$ cat config.mk
export PLATFORM = sky130hd
export DESIGN_NAME = small_matrix_determinant_unit
export DESIGN_NICKNAME = d
export VERILOG_FILES = /design/src/rtl/smd_pkg.sv /design/src/rtl/smd_cfg_regs.sv /design/src/rtl/smd_store.sv /design/src/rtl/smd_mac.sv /design/src/rtl/smd_seq.sv /design/src/rtl/small_matrix_determinant_unit.sv
export SDC_FILE = /design/constraint.sdc
export NUM_CORES = 2
export LEC_CHECK = 0
export BUFFER_PORTS_ARGS = -buffer_cell sky130_fd_sc_hd__buf_2
export CAP_MARGIN = 20
export CORE_MARGIN = 2
export CORE_UTILIZATION = 60
export DETAILED_ROUTE_END_ITERATION = 7
export HOLD_SLACK_MARGIN = 0.06
export PLACE_DENSITY_LB_ADDON = 0.2
export SLEW_MARGIN = 20
export SYNTH_ARGS = -nofsm -noshare
export SYNTH_HDL_FRONTEND = slang
export SYNTH_SLANG_ARGS = --single-unit
$ cat constraint.sdc
create_clock -name clk -period 9.8 [get_ports clk]
set_input_delay 0.98 -clock clk [delete_from_list [all_inputs] [get_ports clk]]
set_output_delay 0.98 -clock clk [all_outputs]
set_load 0.005 [all_outputs]
$ cat src/rtl/smd_pkg.sv
package smd_pkg;

  // Width of a store address inside a micro-op; covers the largest store.
  localparam int UOP_ADDR_BITS = 4;

  // Reset value of the matrix size register.
  localparam logic [2:0] MATRIX_SIZE_RESET = 3'd4;

  // Register index of matrix_size, as seen on the word address bit.
  localparam logic REG_MATRIX_SIZE = 1'b0;

  // Operation kinds of the shared multiply-accumulate unit.
  //   OP_EE_M : minor accumulator += element * element
  //   OP_EE_D : determinant       += element * element
  //   OP_EM_D : determinant       += element * minor
  //   OP_SAVE : saved minor        = minor accumulator
  //   OP_TM_D : determinant       += saved minor * minor
  typedef enum logic [2:0] {
    OP_EE_M,
    OP_EE_D,
    OP_EM_D,
    OP_SAVE,
    OP_TM_D
  } op_kind_t;

  // Sequencer states.
  typedef enum logic [2:0] {
    ST_LOAD,
    ST_READ,
    ST_MUL,
    ST_ACC,
    ST_HOLD
  } seq_state_t;

  // One micro-op of the determinant program.
  typedef struct packed {
    op_kind_t                 kind;
    logic                     neg;
    logic                     clr;
    logic                     last;
    logic [UOP_ADDR_BITS-1:0] a0;
    logic [UOP_ADDR_BITS-1:0] a1;
  } uop_t;

  // Control from the sequencer to the multiply-accumulate unit.
  typedef struct packed {
    logic     mul_en;
    logic     acc_en;
    op_kind_t kind;
    logic     neg;
    logic     clr;
  } mac_ctrl_t;

  // Store address of element (r, c) in row-major order for the given order.
  function automatic logic [UOP_ADDR_BITS-1:0] elem_addr(input logic [2:0] order,
                                                         input logic [1:0] r,
                                                         input logic [1:0] c);
    logic [UOP_ADDR_BITS-1:0] addr;
    case (order)
      3'd2: addr = {2'b00, r[0], c[0]};
      3'd3: addr = {1'b0, r, 1'b0} + {2'b00, r} + {2'b00, c};
      default: addr = {r, c};
    endcase
    return addr;
  endfunction

  // Lower column of the k-th column pair of a 4x4 expansion.
  function automatic logic [1:0] pair_lo(input logic [2:0] k);
    logic [1:0] col;
    case (k)
      3'd0, 3'd1, 3'd2: col = 2'd0;
      3'd3, 3'd4:       col = 2'd1;
      default:          col = 2'd2;
    endcase
    return col;
  endfunction

  // Upper column of the k-th column pair of a 4x4 expansion.
  function automatic logic [1:0] pair_hi(input logic [2:0] k);
    logic [1:0] col;
    case (k)
      3'd0:       col = 2'd1;
      3'd1, 3'd3: col = 2'd2;
      default:    col = 2'd3;
    endcase
    return col;
  endfunction

  // Index of the last step within one term of the program.
  function automatic logic [2:0] step_last(input logic [2:0] order);
    logic [2:0] s;
    case (order)
      3'd2:    s = 3'd1;
      3'd3:    s = 3'd2;
      default: s = 3'd5;
    endcase
    return s;
  endfunction

  // Micro-op for a given order, term and step of the determinant program.
  function automatic uop_t uop_fetch(input logic [2:0] order,
                                     input logic [2:0] term,
                                     input logic [2:0] step);
    uop_t       u;
    logic [2:0] comp;
    logic [1:0] ca;
    logic [1:0] cb;
    logic [1:0] cc;
    logic [1:0] cd;
    u      = '0;
    u.kind = OP_SAVE;
    comp   = 3'd5 - term;
    ca     = pair_lo(term);
    cb     = pair_hi(term);
    cc     = pair_lo(comp);
    cd     = pair_hi(comp);
    case (order)
      3'd2: begin
        // a00*a11 - a01*a10 straight into the determinant.
        u.kind = OP_EE_D;
        if (step == 3'd0) begin
          u.clr = 1'b1;
          u.a0  = elem_addr(order, 2'd0, 2'd0);
          u.a1  = elem_addr(order, 2'd1, 2'd1);
        end else begin
          u.neg  = 1'b1;
          u.last = 1'b1;
          u.a0   = elem_addr(order, 2'd0, 2'd1);
          u.a1   = elem_addr(order, 2'd1, 2'd0);
        end
      end
      3'd3: begin
        // Cofactor expansion along row zero; minors from rows one and two.
        ca = (term == 3'd0) ? 2'd1 : 2'd0;
        cb = (term == 3'd2) ? 2'd1 : 2'd2;
        case (step)
          3'd0: begin
            u.kind = OP_EE_M;
            u.clr  = 1'b1;
            u.a0   = elem_addr(order, 2'd1, ca);
            u.a1   = elem_addr(order, 2'd2, cb);
          end
          3'd1: begin
            u.kind = OP_EE_M;
            u.neg  = 1'b1;
            u.a0   = elem_addr(order, 2'd1, cb);
            u.a1   = elem_addr(order, 2'd2, ca);
          end
          default: begin
            u.kind = OP_EM_D;
            u.neg  = (term == 3'd1);
            u.clr  = (term == 3'd0);
            u.last = (term == 3'd2);
            u.a0   = elem_addr(order, 2'd0, term[1:0]);
          end
        endcase
      end
      default: begin
        // Laplace expansion: top-row minor times complementary bottom-row minor.
        case (step)
          3'd0: begin
            u.kind = OP_EE_M;
            u.clr  = 1'b1;
            u.a0   = elem_addr(order, 2'd0, ca);
            u.a1   = elem_addr(order, 2'd1, cb);
          end
          3'd1: begin
            u.kind = OP_EE_M;
            u.neg  = 1'b1;
            u.a0   = elem_addr(order, 2'd0, cb);
            u.a1   = elem_addr(order, 2'd1, ca);
          end
          3'd2: begin
            u.kind = OP_SAVE;
          end
          3'd3: begin
            u.kind = OP_EE_M;
            u.clr  = 1'b1;
            u.a0   = elem_addr(order, 2'd2, cc);
            u.a1   = elem_addr(order, 2'd3, cd);
          end
          3'd4: begin
            u.kind = OP_EE_M;
            u.neg  = 1'b1;
            u.a0   = elem_addr(order, 2'd2, cd);
            u.a1   = elem_addr(order, 2'd3, cc);
          end
          default: begin
            u.kind = OP_TM_D;
            u.neg  = (term == 3'd1) || (term == 3'd4);
            u.clr  = (term == 3'd0);
            u.last = (term == 3'd5);
          end
        endcase
      end
    endcase
    return u;
  endfunction

endpackage

$ cat src/rtl/smd_cfg_regs.sv
module smd_cfg_regs #(
  parameter int MAX_ORDER = 4
) (
  input  logic        clk,
  input  logic        rst_n,
  input  logic        psel,
  input  logic        penable,
  input  logic        pwrite,
  input  logic [2:0]  paddr,
  input  logic [31:0] pwdata,
  output logic [31:0] prdata,
  output logic        pready,
  output logic [2:0]  order,
  output logic        size_wr
);
  import smd_pkg::*;

  logic [2:0] size_r;
  logic [2:0] size_nxt;
  logic       sel_size;

  // Word address decode; the only register sits at word zero.
  assign sel_size = (paddr[2] == REG_MATRIX_SIZE);
  assign pready   = 1'b1;
  assign size_wr  = psel && penable && pwrite && pready && sel_size;

  // Register write.
  always_comb begin
    size_nxt = size_r;
    if (size_wr) begin
      size_nxt = pwdata[2:0];
    end
  end

  always_ff @(posedge clk) begin
    if (!rst_n) begin
      size_r <= MATRIX_SIZE_RESET;
    end else begin
      size_r <= size_nxt;
    end
  end

  // Read back the raw register value.
  assign prdata = sel_size ? {29'd0, size_r} : 32'd0;

  // Clamp the programmed size to the supported orders.
  always_comb begin
    if (size_r < 3'd2) begin
      order = 3'd2;
    end else if (size_r > 3'(MAX_ORDER)) begin
      order = 3'(MAX_ORDER);
    end else begin
      order = size_r;
    end
  end

endmodule

$ cat src/rtl/smd_store.sv
module smd_store #(
  parameter int ELEMENT_BITS = 12,
  parameter int DEPTH        = 16,
  parameter int ADDR_BITS    = 4
) (
  input  logic                           clk,
  input  logic                           wr_en,
  input  logic [ADDR_BITS-1:0]           wr_addr,
  input  logic signed [ELEMENT_BITS-1:0] wr_data,
  input  logic [ADDR_BITS-1:0]           rd_addr0,
  input  logic [ADDR_BITS-1:0]           rd_addr1,
  output logic signed [ELEMENT_BITS-1:0] rd_data0,
  output logic signed [ELEMENT_BITS-1:0] rd_data1
);

  logic [ELEMENT_BITS-1:0] mem_r [DEPTH];
  logic [ELEMENT_BITS-1:0] rd_data0_r;
  logic [ELEMENT_BITS-1:0] rd_data1_r;

  // One write port, two registered read ports.
  always_ff @(posedge clk) begin
    if (wr_en) begin
      mem_r[wr_addr] <= wr_data;
    end
    rd_data0_r <= mem_r[rd_addr0];
    rd_data1_r <= mem_r[rd_addr1];
  end

  assign rd_data0 = rd_data0_r;
  assign rd_data1 = rd_data1_r;

endmodule

$ cat src/rtl/smd_mac.sv
module smd_mac #(
  parameter int ELEMENT_BITS = 12
) (
  input  logic                               clk,
  input  smd_pkg::mac_ctrl_t                 ctrl,
  input  logic signed [ELEMENT_BITS-1:0]     rd_data0,
  input  logic signed [ELEMENT_BITS-1:0]     rd_data1,
  output logic signed [4*ELEMENT_BITS+1:0]   det
);
  import smd_pkg::*;

  localparam int MW = 2 * ELEMENT_BITS + 1;
  localparam int DW = 2 * MW;

  logic signed [MW-1:0] ext0;
  logic signed [MW-1:0] ext1;
  logic signed [MW-1:0] opa;
  logic signed [MW-1:0] opb;
  logic signed [MW-1:0] m_r;
  logic signed [MW-1:0] m_nxt;
  logic signed [MW-1:0] t_r;
  logic signed [MW-1:0] t_nxt;
  logic signed [DW-1:0] prod_r;
  logic signed [DW-1:0] prod_nxt;
  logic signed [DW-1:0] d_r;
  logic signed [DW-1:0] d_nxt;
  logic signed [DW-1:0] addend;

  // Operand selection for the shared multiplier.
  always_comb begin
    ext0 = MW'(rd_data0);
    ext1 = MW'(rd_data1);
    opa  = (ctrl.kind == OP_TM_D) ? t_r : ext0;
    opb  = ((ctrl.kind == OP_EE_M) || (ctrl.kind == OP_EE_D)) ? ext1 : m_r;
  end

  // Multiply phase: product register, or save the minor for a 4x4 term.
  always_comb begin
    prod_nxt = prod_r;
    t_nxt    = t_r;
    if (ctrl.mul_en) begin
      prod_nxt = DW'(opa) * DW'(opb);
      if (ctrl.kind == OP_SAVE) begin
        t_nxt = m_r;
      end
    end
  end

  // Accumulate phase into the minor or the determinant accumulator.
  always_comb begin
    addend = ctrl.neg ? -prod_r : prod_r;
    m_nxt  = m_r;
    d_nxt  = d_r;
    if (ctrl.acc_en) begin
      case (ctrl.kind)
        OP_EE_M: m_nxt = (ctrl.clr ? MW'(0) : m_r) + MW'(addend);
        OP_EE_D, OP_EM_D, OP_TM_D: d_nxt = (ctrl.clr ? DW'(0) : d_r) + addend;
        default: ;
      endcase
    end
  end

  always_ff @(posedge clk) begin
    prod_r <= prod_nxt;
    t_r    <= t_nxt;
    m_r    <= m_nxt;
    d_r    <= d_nxt;
  end

  assign det = d_r;

endmodule

$ cat src/rtl/smd_seq.sv
module smd_seq #(
  parameter int ADDR_BITS = 4,
  parameter int LOAD_BITS = 5
) (
  input  logic                     clk,
  input  logic                     rst_n,
  input  logic [2:0]               order,
  input  logic                     cfg_wr,
  input  logic                     in_valid,
  output logic                     in_ready,
  output logic                     wr_en,
  output logic [ADDR_BITS-1:0]     wr_addr,
  output logic [ADDR_BITS-1:0]     rd_addr0,
  output logic [ADDR_BITS-1:0]     rd_addr1,
  output smd_pkg::mac_ctrl_t       ctrl,
  input  logic                     out_free,
  output logic                     out_load
);
  import smd_pkg::*;

  seq_state_t           state_r;
  seq_state_t           state_nxt;
  logic [LOAD_BITS-1:0] load_idx_r;
  logic [LOAD_BITS-1:0] load_idx_nxt;
  logic [LOAD_BITS-1:0] total;
  logic [2:0]           term_r;
  logic [2:0]           term_nxt;
  logic [2:0]           step_r;
  logic [2:0]           step_nxt;
  uop_t                 uop;

  // Element count of the configured matrix.
  always_comb begin
    case (order)
      3'd2:    total = LOAD_BITS'(4);
      3'd3:    total = LOAD_BITS'(9);
      default: total = LOAD_BITS'(16);
    endcase
  end

  // Current micro-op and its store addresses.
  assign uop      = uop_fetch(order, term_r, step_r);
  assign rd_addr0 = uop.a0[ADDR_BITS-1:0];
  assign rd_addr1 = uop.a1[ADDR_BITS-1:0];
  assign wr_addr  = load_idx_r[ADDR_BITS-1:0];

  // Next state and control outputs.
  always_comb begin
    state_nxt    = state_r;
    load_idx_nxt = load_idx_r;
    term_nxt     = term_r;
    step_nxt     = step_r;
    in_ready     = 1'b0;
    wr_en        = 1'b0;
    out_load     = 1'b0;
    ctrl         = '0;
    ctrl.kind    = uop.kind;
    ctrl.neg     = uop.neg;
    ctrl.clr     = uop.clr;
    case (state_r)
      ST_LOAD: begin
        in_ready = 1'b1;
        if (in_valid) begin
          wr_en = 1'b1;
          if (load_idx_r == total - LOAD_BITS'(1)) begin
            load_idx_nxt = '0;
            term_nxt     = 3'd0;
            step_nxt     = 3'd0;
            state_nxt    = ST_READ;
          end else begin
            load_idx_nxt = load_idx_r + LOAD_BITS'(1);
          end
        end
      end
      ST_READ: begin
        state_nxt = ST_MUL;
      end
      ST_MUL: begin
        ctrl.mul_en = 1'b1;
        state_nxt   = ST_ACC;
      end
      ST_ACC: begin
        ctrl.acc_en = 1'b1;
        if (uop.last) begin
          state_nxt = ST_HOLD;
        end else begin
          if (step_r == step_last(order)) begin
            step_nxt = 3'd0;
            term_nxt = term_r + 3'd1;
          end else begin
            step_nxt = step_r + 3'd1;
          end
          state_nxt = ST_READ;
        end
      end
      ST_HOLD: begin
        if (out_free) begin
          out_load  = 1'b1;
          state_nxt = ST_LOAD;
        end
      end
      default: begin
        state_nxt = ST_LOAD;
      end
    endcase
    // A size write discards a partly loaded matrix.
    if (cfg_wr) begin
      load_idx_nxt = '0;
    end
  end

  always_ff @(posedge clk) begin
    if (!rst_n) begin
      state_r    <= ST_LOAD;
      load_idx_r <= '0;
      term_r     <= 3'd0;
      step_r     <= 3'd0;
    end else begin
      state_r    <= state_nxt;
      load_idx_r <= load_idx_nxt;
      term_r     <= term_nxt;
      step_r     <= step_nxt;
    end
  end

endmodule

$ cat src/rtl/small_matrix_determinant_unit.sv
// Determinant of a square integer matrix of order two, three or four.
//
// The order is written through the APB port (matrix_size, word 0); the value
// is clamped to 2..MAX_ORDER, and a write restarts the matrix load. Elements
// arrive on the in_ stream one beat each in row-major order and are accepted
// one per cycle while a matrix is being loaded. The beat that carries the
// last element starts the computation: a sequencer runs a fixed program of
// multiply-accumulate operations through one shared multiplier, each one
// passing through a store read, a multiply and an accumulate state. That
// is 2 operations for order two, 9 for order three and 36 for order four,
// and in_tready stays low until the result enters the output register.
// A matrix of order n is loaded as n*n element beats. The result sits in
// an output register; while the receiver stalls the next matrix can still
// be loaded, and only a finished computation waits for the register to
// free up. Reset (rst_n, synchronous) empties the output, sets the order
// to four and restarts the load; store contents are not cleared and every
// entry is written before it is read.
module small_matrix_determinant_unit #(
  parameter int ELEMENT_BITS = 12,
  parameter int MAX_ORDER    = 4
) (
  input  logic                                   clk,
  input  logic                                   rst_n,
  // in_tdata: element_value in [ELEMENT_BITS-1:0], zero padding above.
  input  logic                                   in_tvalid,
  output logic                                   in_tready,
  input  logic [((ELEMENT_BITS+7)/8)*8-1:0]      in_tdata,
  // out_tdata: determinant in [4*ELEMENT_BITS+1:0], zero padding above.
  output logic                                   out_tvalid,
  input  logic                                   out_tready,
  output logic [((4*ELEMENT_BITS+2+7)/8)*8-1:0]  out_tdata,
  input  logic                                   cfg_psel,
  input  logic                                   cfg_penable,
  input  logic                                   cfg_pwrite,
  input  logic [2:0]                             cfg_paddr,
  input  logic [31:0]                            cfg_pwdata,
  output logic [31:0]                            cfg_prdata,
  output logic                                   cfg_pready
);
  import smd_pkg::*;

  localparam int DEPTH     = MAX_ORDER * MAX_ORDER;
  localparam int ADDR_BITS = $clog2(DEPTH);
  localparam int LOAD_BITS = $clog2(DEPTH + 1);
  localparam int DET_BITS  = 4 * ELEMENT_BITS + 2;
  localparam int OUT_W     = ((DET_BITS + 7) / 8) * 8;

  logic [2:0]                     order;
  logic                           size_wr;
  logic                           wr_en;
  logic [ADDR_BITS-1:0]           wr_addr;
  logic [ADDR_BITS-1:0]           rd_addr0;
  logic [ADDR_BITS-1:0]           rd_addr1;
  logic signed [ELEMENT_BITS-1:0] rd_data0;
  logic signed [ELEMENT_BITS-1:0] rd_data1;
  mac_ctrl_t                      ctrl;
  logic signed [DET_BITS-1:0]     det;
  logic                           out_free;
  logic                           out_load;
  logic                           out_valid_r;
  logic                           out_valid_nxt;
  logic [DET_BITS-1:0]            out_data_r;
  logic [DET_BITS-1:0]            out_data_nxt;

  smd_cfg_regs #(
    .MAX_ORDER (MAX_ORDER)
  ) u_cfg (
    .clk     (clk),
    .rst_n   (rst_n),
    .psel    (cfg_psel),
    .penable (cfg_penable),
    .pwrite  (cfg_pwrite),
    .paddr   (cfg_paddr),
    .pwdata  (cfg_pwdata),
    .prdata  (cfg_prdata),
    .pready  (cfg_pready),
    .order   (order),
    .size_wr (size_wr)
  );

  smd_seq #(
    .ADDR_BITS (ADDR_BITS),
    .LOAD_BITS (LOAD_BITS)
  ) u_seq (
    .clk      (clk),
    .rst_n    (rst_n),
    .order    (order),
    .cfg_wr   (size_wr),
    .in_valid (in_tvalid),
    .in_ready (in_tready),
    .wr_en    (wr_en),
    .wr_addr  (wr_addr),
    .rd_addr0 (rd_addr0),
    .rd_addr1 (rd_addr1),
    .ctrl     (ctrl),
    .out_free (out_free),
    .out_load (out_load)
  );

  smd_store #(
    .ELEMENT_BITS (ELEMENT_BITS),
    .DEPTH        (DEPTH),
    .ADDR_BITS    (ADDR_BITS)
  ) u_store (
    .clk      (clk),
    .wr_en    (wr_en),
    .wr_addr  (wr_addr),
    .wr_data  (in_tdata[ELEMENT_BITS-1:0]),
    .rd_addr0 (rd_addr0),
    .rd_addr1 (rd_addr1),
    .rd_data0 (rd_data0),
    .rd_data1 (rd_data1)
  );

  smd_mac #(
    .ELEMENT_BITS (ELEMENT_BITS)
  ) u_mac (
    .clk      (clk),
    .ctrl     (ctrl),
    .rd_data0 (rd_data0),
    .rd_data1 (rd_data1),
    .det      (det)
  );

  // Output register: free when empty or when the current beat is taken.
  assign out_free = !out_valid_r || out_tready;

  always_comb begin
    out_valid_nxt = out_valid_r;
    out_data_nxt  = out_data_r;
    if (out_load) begin
      out_valid_nxt = 1'b1;
      out_data_nxt  = det;
    end else if (out_tready) begin
      out_valid_nxt = 1'b0;
    end
  end

  always_ff @(posedge clk) begin
    if (!rst_n) begin
      out_valid_r <= 1'b0;
    end else begin
      out_valid_r <= out_valid_nxt;
    end
    out_data_r <= out_data_nxt;
  end

  assign out_tvalid = out_valid_r;
  assign out_tdata  = OUT_W'(out_data_r);

endmodule

==> impl_metrics.ini <==
[global_routing]
grt-ovfl-total = 0
grt_pass1_wl_um = 189000
grt_max_degree = 97
grt_use_total_pct = 31.9
grt_pass1_vias = 33351
antenna_found_initial = 0

[logic_synthesis]
synth.distinct_cells = 85
yosys-top-cells-count = inv_1 (687), fa_1 (660), nand2_1 (548)
synth_top_cell_by_area = fa_1
yosys.area.top_type_share_pct = 29.1
synth_ff_type = edfxtp_1
synthArstFlopShare_pct = 0
yosysWarnings = 0
seq_area_frac_synth_pct = 27.8
synth.most_common_cell = inv_1
postSynthAreaPerCell_um2 = 9.96
synthTopCellsByArea = fa_1 (29%), edfxtp_1 (26%), ha_1 (6.5%), inv_1 (5.7%), nand2_1 (4.5%)
syn_inst = 4549
synth_enable_flop_cells = 392
syn_area_um2 = 45300
ys_seq_elements = 434

[min_path]
holdPathStages = 0
hold_path_end = out_data_r[27]$_DFFE_PP_
hp-class = flip-flop to flip-flop
min_from = u_mac.det[27]$_DFFE_PP_

[worst_setup_path]
crit_type = flip-flop to flip-flop
slowest_delay_ns = 0.58
r2r_end = u_mac.prod_r[49]$_DFFE_PP_
reg2reg_depth = 32
cpMostUsedCell = fa_1
critPathLaunchType = flip-flop
crit_slowest_cell = fa_1
rrSetupSlack_ns = 0.47
crit_path_end_kind = flip-flop
reg2reg_from = u_cfg.size_r[0]$_SDFFE_PN0P_
critPathArrivalTime_ns = 9.67
crit_fanout = 34
required_ns = 10.14

[placed_design]
io_buffers = 77
gp_routability_congestion = 1.02
post-dp-hpwl_um = 94700
placed_area_um2 = 47500

[sta]
setup-violations-final = 0
slew_violations = 0
worstMarginPinSlew_ns = 1.15
rsz0062_at_grt = false
whs_ns = 0.441
hold_viol = 0
skew_ns = 0.0225
relSlewSlack_pct = 23.3
fmax_ghz = 0.107
period_minus_slack_ns = 9.33
period_share_pct = 95.2
setup_tns_ns = 0

[clock_network]
root_buffer = clkbuf_16
cts.clk_slew.worst_paths_ns = 0.06
hold_buffers = 0
cts_tree = built
post_cts_buffers = 0
htree_levels = 2
clk_latency_ns = 0.59
clockBufferDepth = 3
numCtsBuffers = 43
cts.sinks = 434

[route]
dr.first_iter.drc_count = 3283
final_antenna_net_count = 0
drt-wirelength-per-cell_um = 21.6
route.detailed.drc = 0
routed_wl_um = 122000
first_pass_iters = 6
via_count = 33340
vias_per_cell = 5.93

[layout]
final_area_um2 = 49000
drive_above_1_share_pct = 8.37
area_growth_pct = 8.14
num-fill-cells = 5963
nets = 5575
post-route-util_pct = 65.7

[outcome]
status = complete, no violations

[floorplanning]
dieArea_um2 = 77800
start_util_pct = 60.8
ioPinCount = 149
fp.dieW_um = 279
core_um2 = 74600
rows = 100
die_h_um = 279

[job]
maxCapViolCount = 0
[stage by stage]
step	setup slack, ns	instances
after floorplan	0.802	4583
after global placement	0.387	5546
final	0.470	5627
after CTS	0.299	5626
after global routing	0.0318	5626
after detailed placement	0.349	5546
[layer usage]
metal	share of wire [%]	vias up	GRT usage, %
met5	0	-	0
met4	4.9	0	13.5
met3	8.6	293	5.72
met2	47	1484	51.3
met1	40	16648	43.0
li1	-	14915	-
[cell type report]
class / count / area (µm²) / share of cell area (%)
tap: 969 / 1210 / 2.47
timing repair buffer: 233 / 1710 / 3.49
clock buffer: 50 / 1120 / 2.29
inverter: 689 / 2590 / 5.28
sequential: 434 / 12600 / 25.7
multi-input combinational: 3221 / 29400 / 60.0
clock inverter: 30 / 359 / 0.733
antenna: 1 / 2.50 / 0.00511
[worst max-delay path: cells and delay by family (launching register included)]
| family | cells | cell delay, ns |
|---|---|---|
| simple gates | 3 | 0.30 |
| mux | 1 | 0.31 |
| fa+ha+maj | 9 | 4.25 |
| flops | 1 | 0.34 |
| buf+inv | 9 | 1.18 |
| compound gates | 10 | 2.65 |
[sequential cells by signal, indices dropped and copies added, names as in the netlist, 5 cells and up]
| name | cells |
|---|---|
| out_data_r | 50 |
| u_mac.det | 50 |
| u_mac.m_r | 25 |
| u_mac.prod_r | 50 |
| u_mac.t_r | 25 |
| u_seq.load_idx_r | 5 |
| u_store.mem_r | 192 |
| u_store.rd_data0 | 12 |
| u_store.rd_data1 | 12 |
[worst max-delay path by stage]
stage / start / to / slack, ns / cells past startpoint
final: u_cfg.size_r[0]$_SDFFE_PN0P_ / u_mac.prod_r[49]$_DFFE_PP_ / 0.47 / 32
after global placement: u_cfg.size_r[1]$_SDFFE_PN0P_ / u_mac.prod_r[49]$_DFFE_PP_ / 0.39 / 32
after CTS: u_cfg.size_r[1]$_SDFFE_PN0P_ / u_mac.prod_r[49]$_DFFE_PP_ / 0.30 / 32
after floorplan: u_cfg.size_r[2]$_SDFFE_PN1P_ / u_mac.prod_r[49]$_DFFE_PP_ / 0.80 / 31
after global routing: u_cfg.size_r[0]$_SDFFE_PN0P_ / u_mac.prod_r[48]$_DFFE_PP_ / 0.03 / 37
after detailed placement: u_cfg.size_r[1]$_SDFFE_PN0P_ / u_mac.prod_r[49]$_DFFE_PP_ / 0.35 / 32
[layout by cell type, fill, tap and decap left out, drive strengths merged, types with 24 or more instances in the layout]
cell type / netlist / routed
o21ai: 106 / 106
a21o: 66 / 66
buf: 42 / 233
nand2b: 34 / 34
a211oi: 78 / 78
nand2: 548 / 548
a311oi: 25 / 25
ha: 235 / 235
xor2: 51 / 51
a31oi: 39 / 39
xnor2: 120 / 120
clkbuf: 197 / 50
a21oi: 192 / 192
fa: 660 / 660
dfxtp: 42 / 42
mux2: 24 / 24
and2: 141 / 141
nor3: 38 / 38
conb: 2 / 36
mux2i: 85 / 85
nor2: 431 / 431
nand3: 43 / 43
o211ai: 32 / 32
inv: 687 / 689
edfxtp: 392 / 392
[kinds of logic after synthesis]
family                     Yosys count  share of synthesized area (%)
adders and majority gates          895                           35.6
buffers and inverters              928                           8.03
and+or+nand+nor                   1349                           13.2
other                                2                         0.0166
muxes                              109                           2.47
xor gates and xnor gates           172                           3.35
AOI/OAI and AO/OA                  660                           9.48
DFF                                434                           27.8
[timing repair]
action,in CTS,in global routing
endpoints found under the setup margin,0,11
resized for setup,0,13
endpoints found under the hold margin,0,0
Power is left out: the tool's default activity adds up to more than one toggle a clock period on the data nets, which glitch-free logic cannot reach.
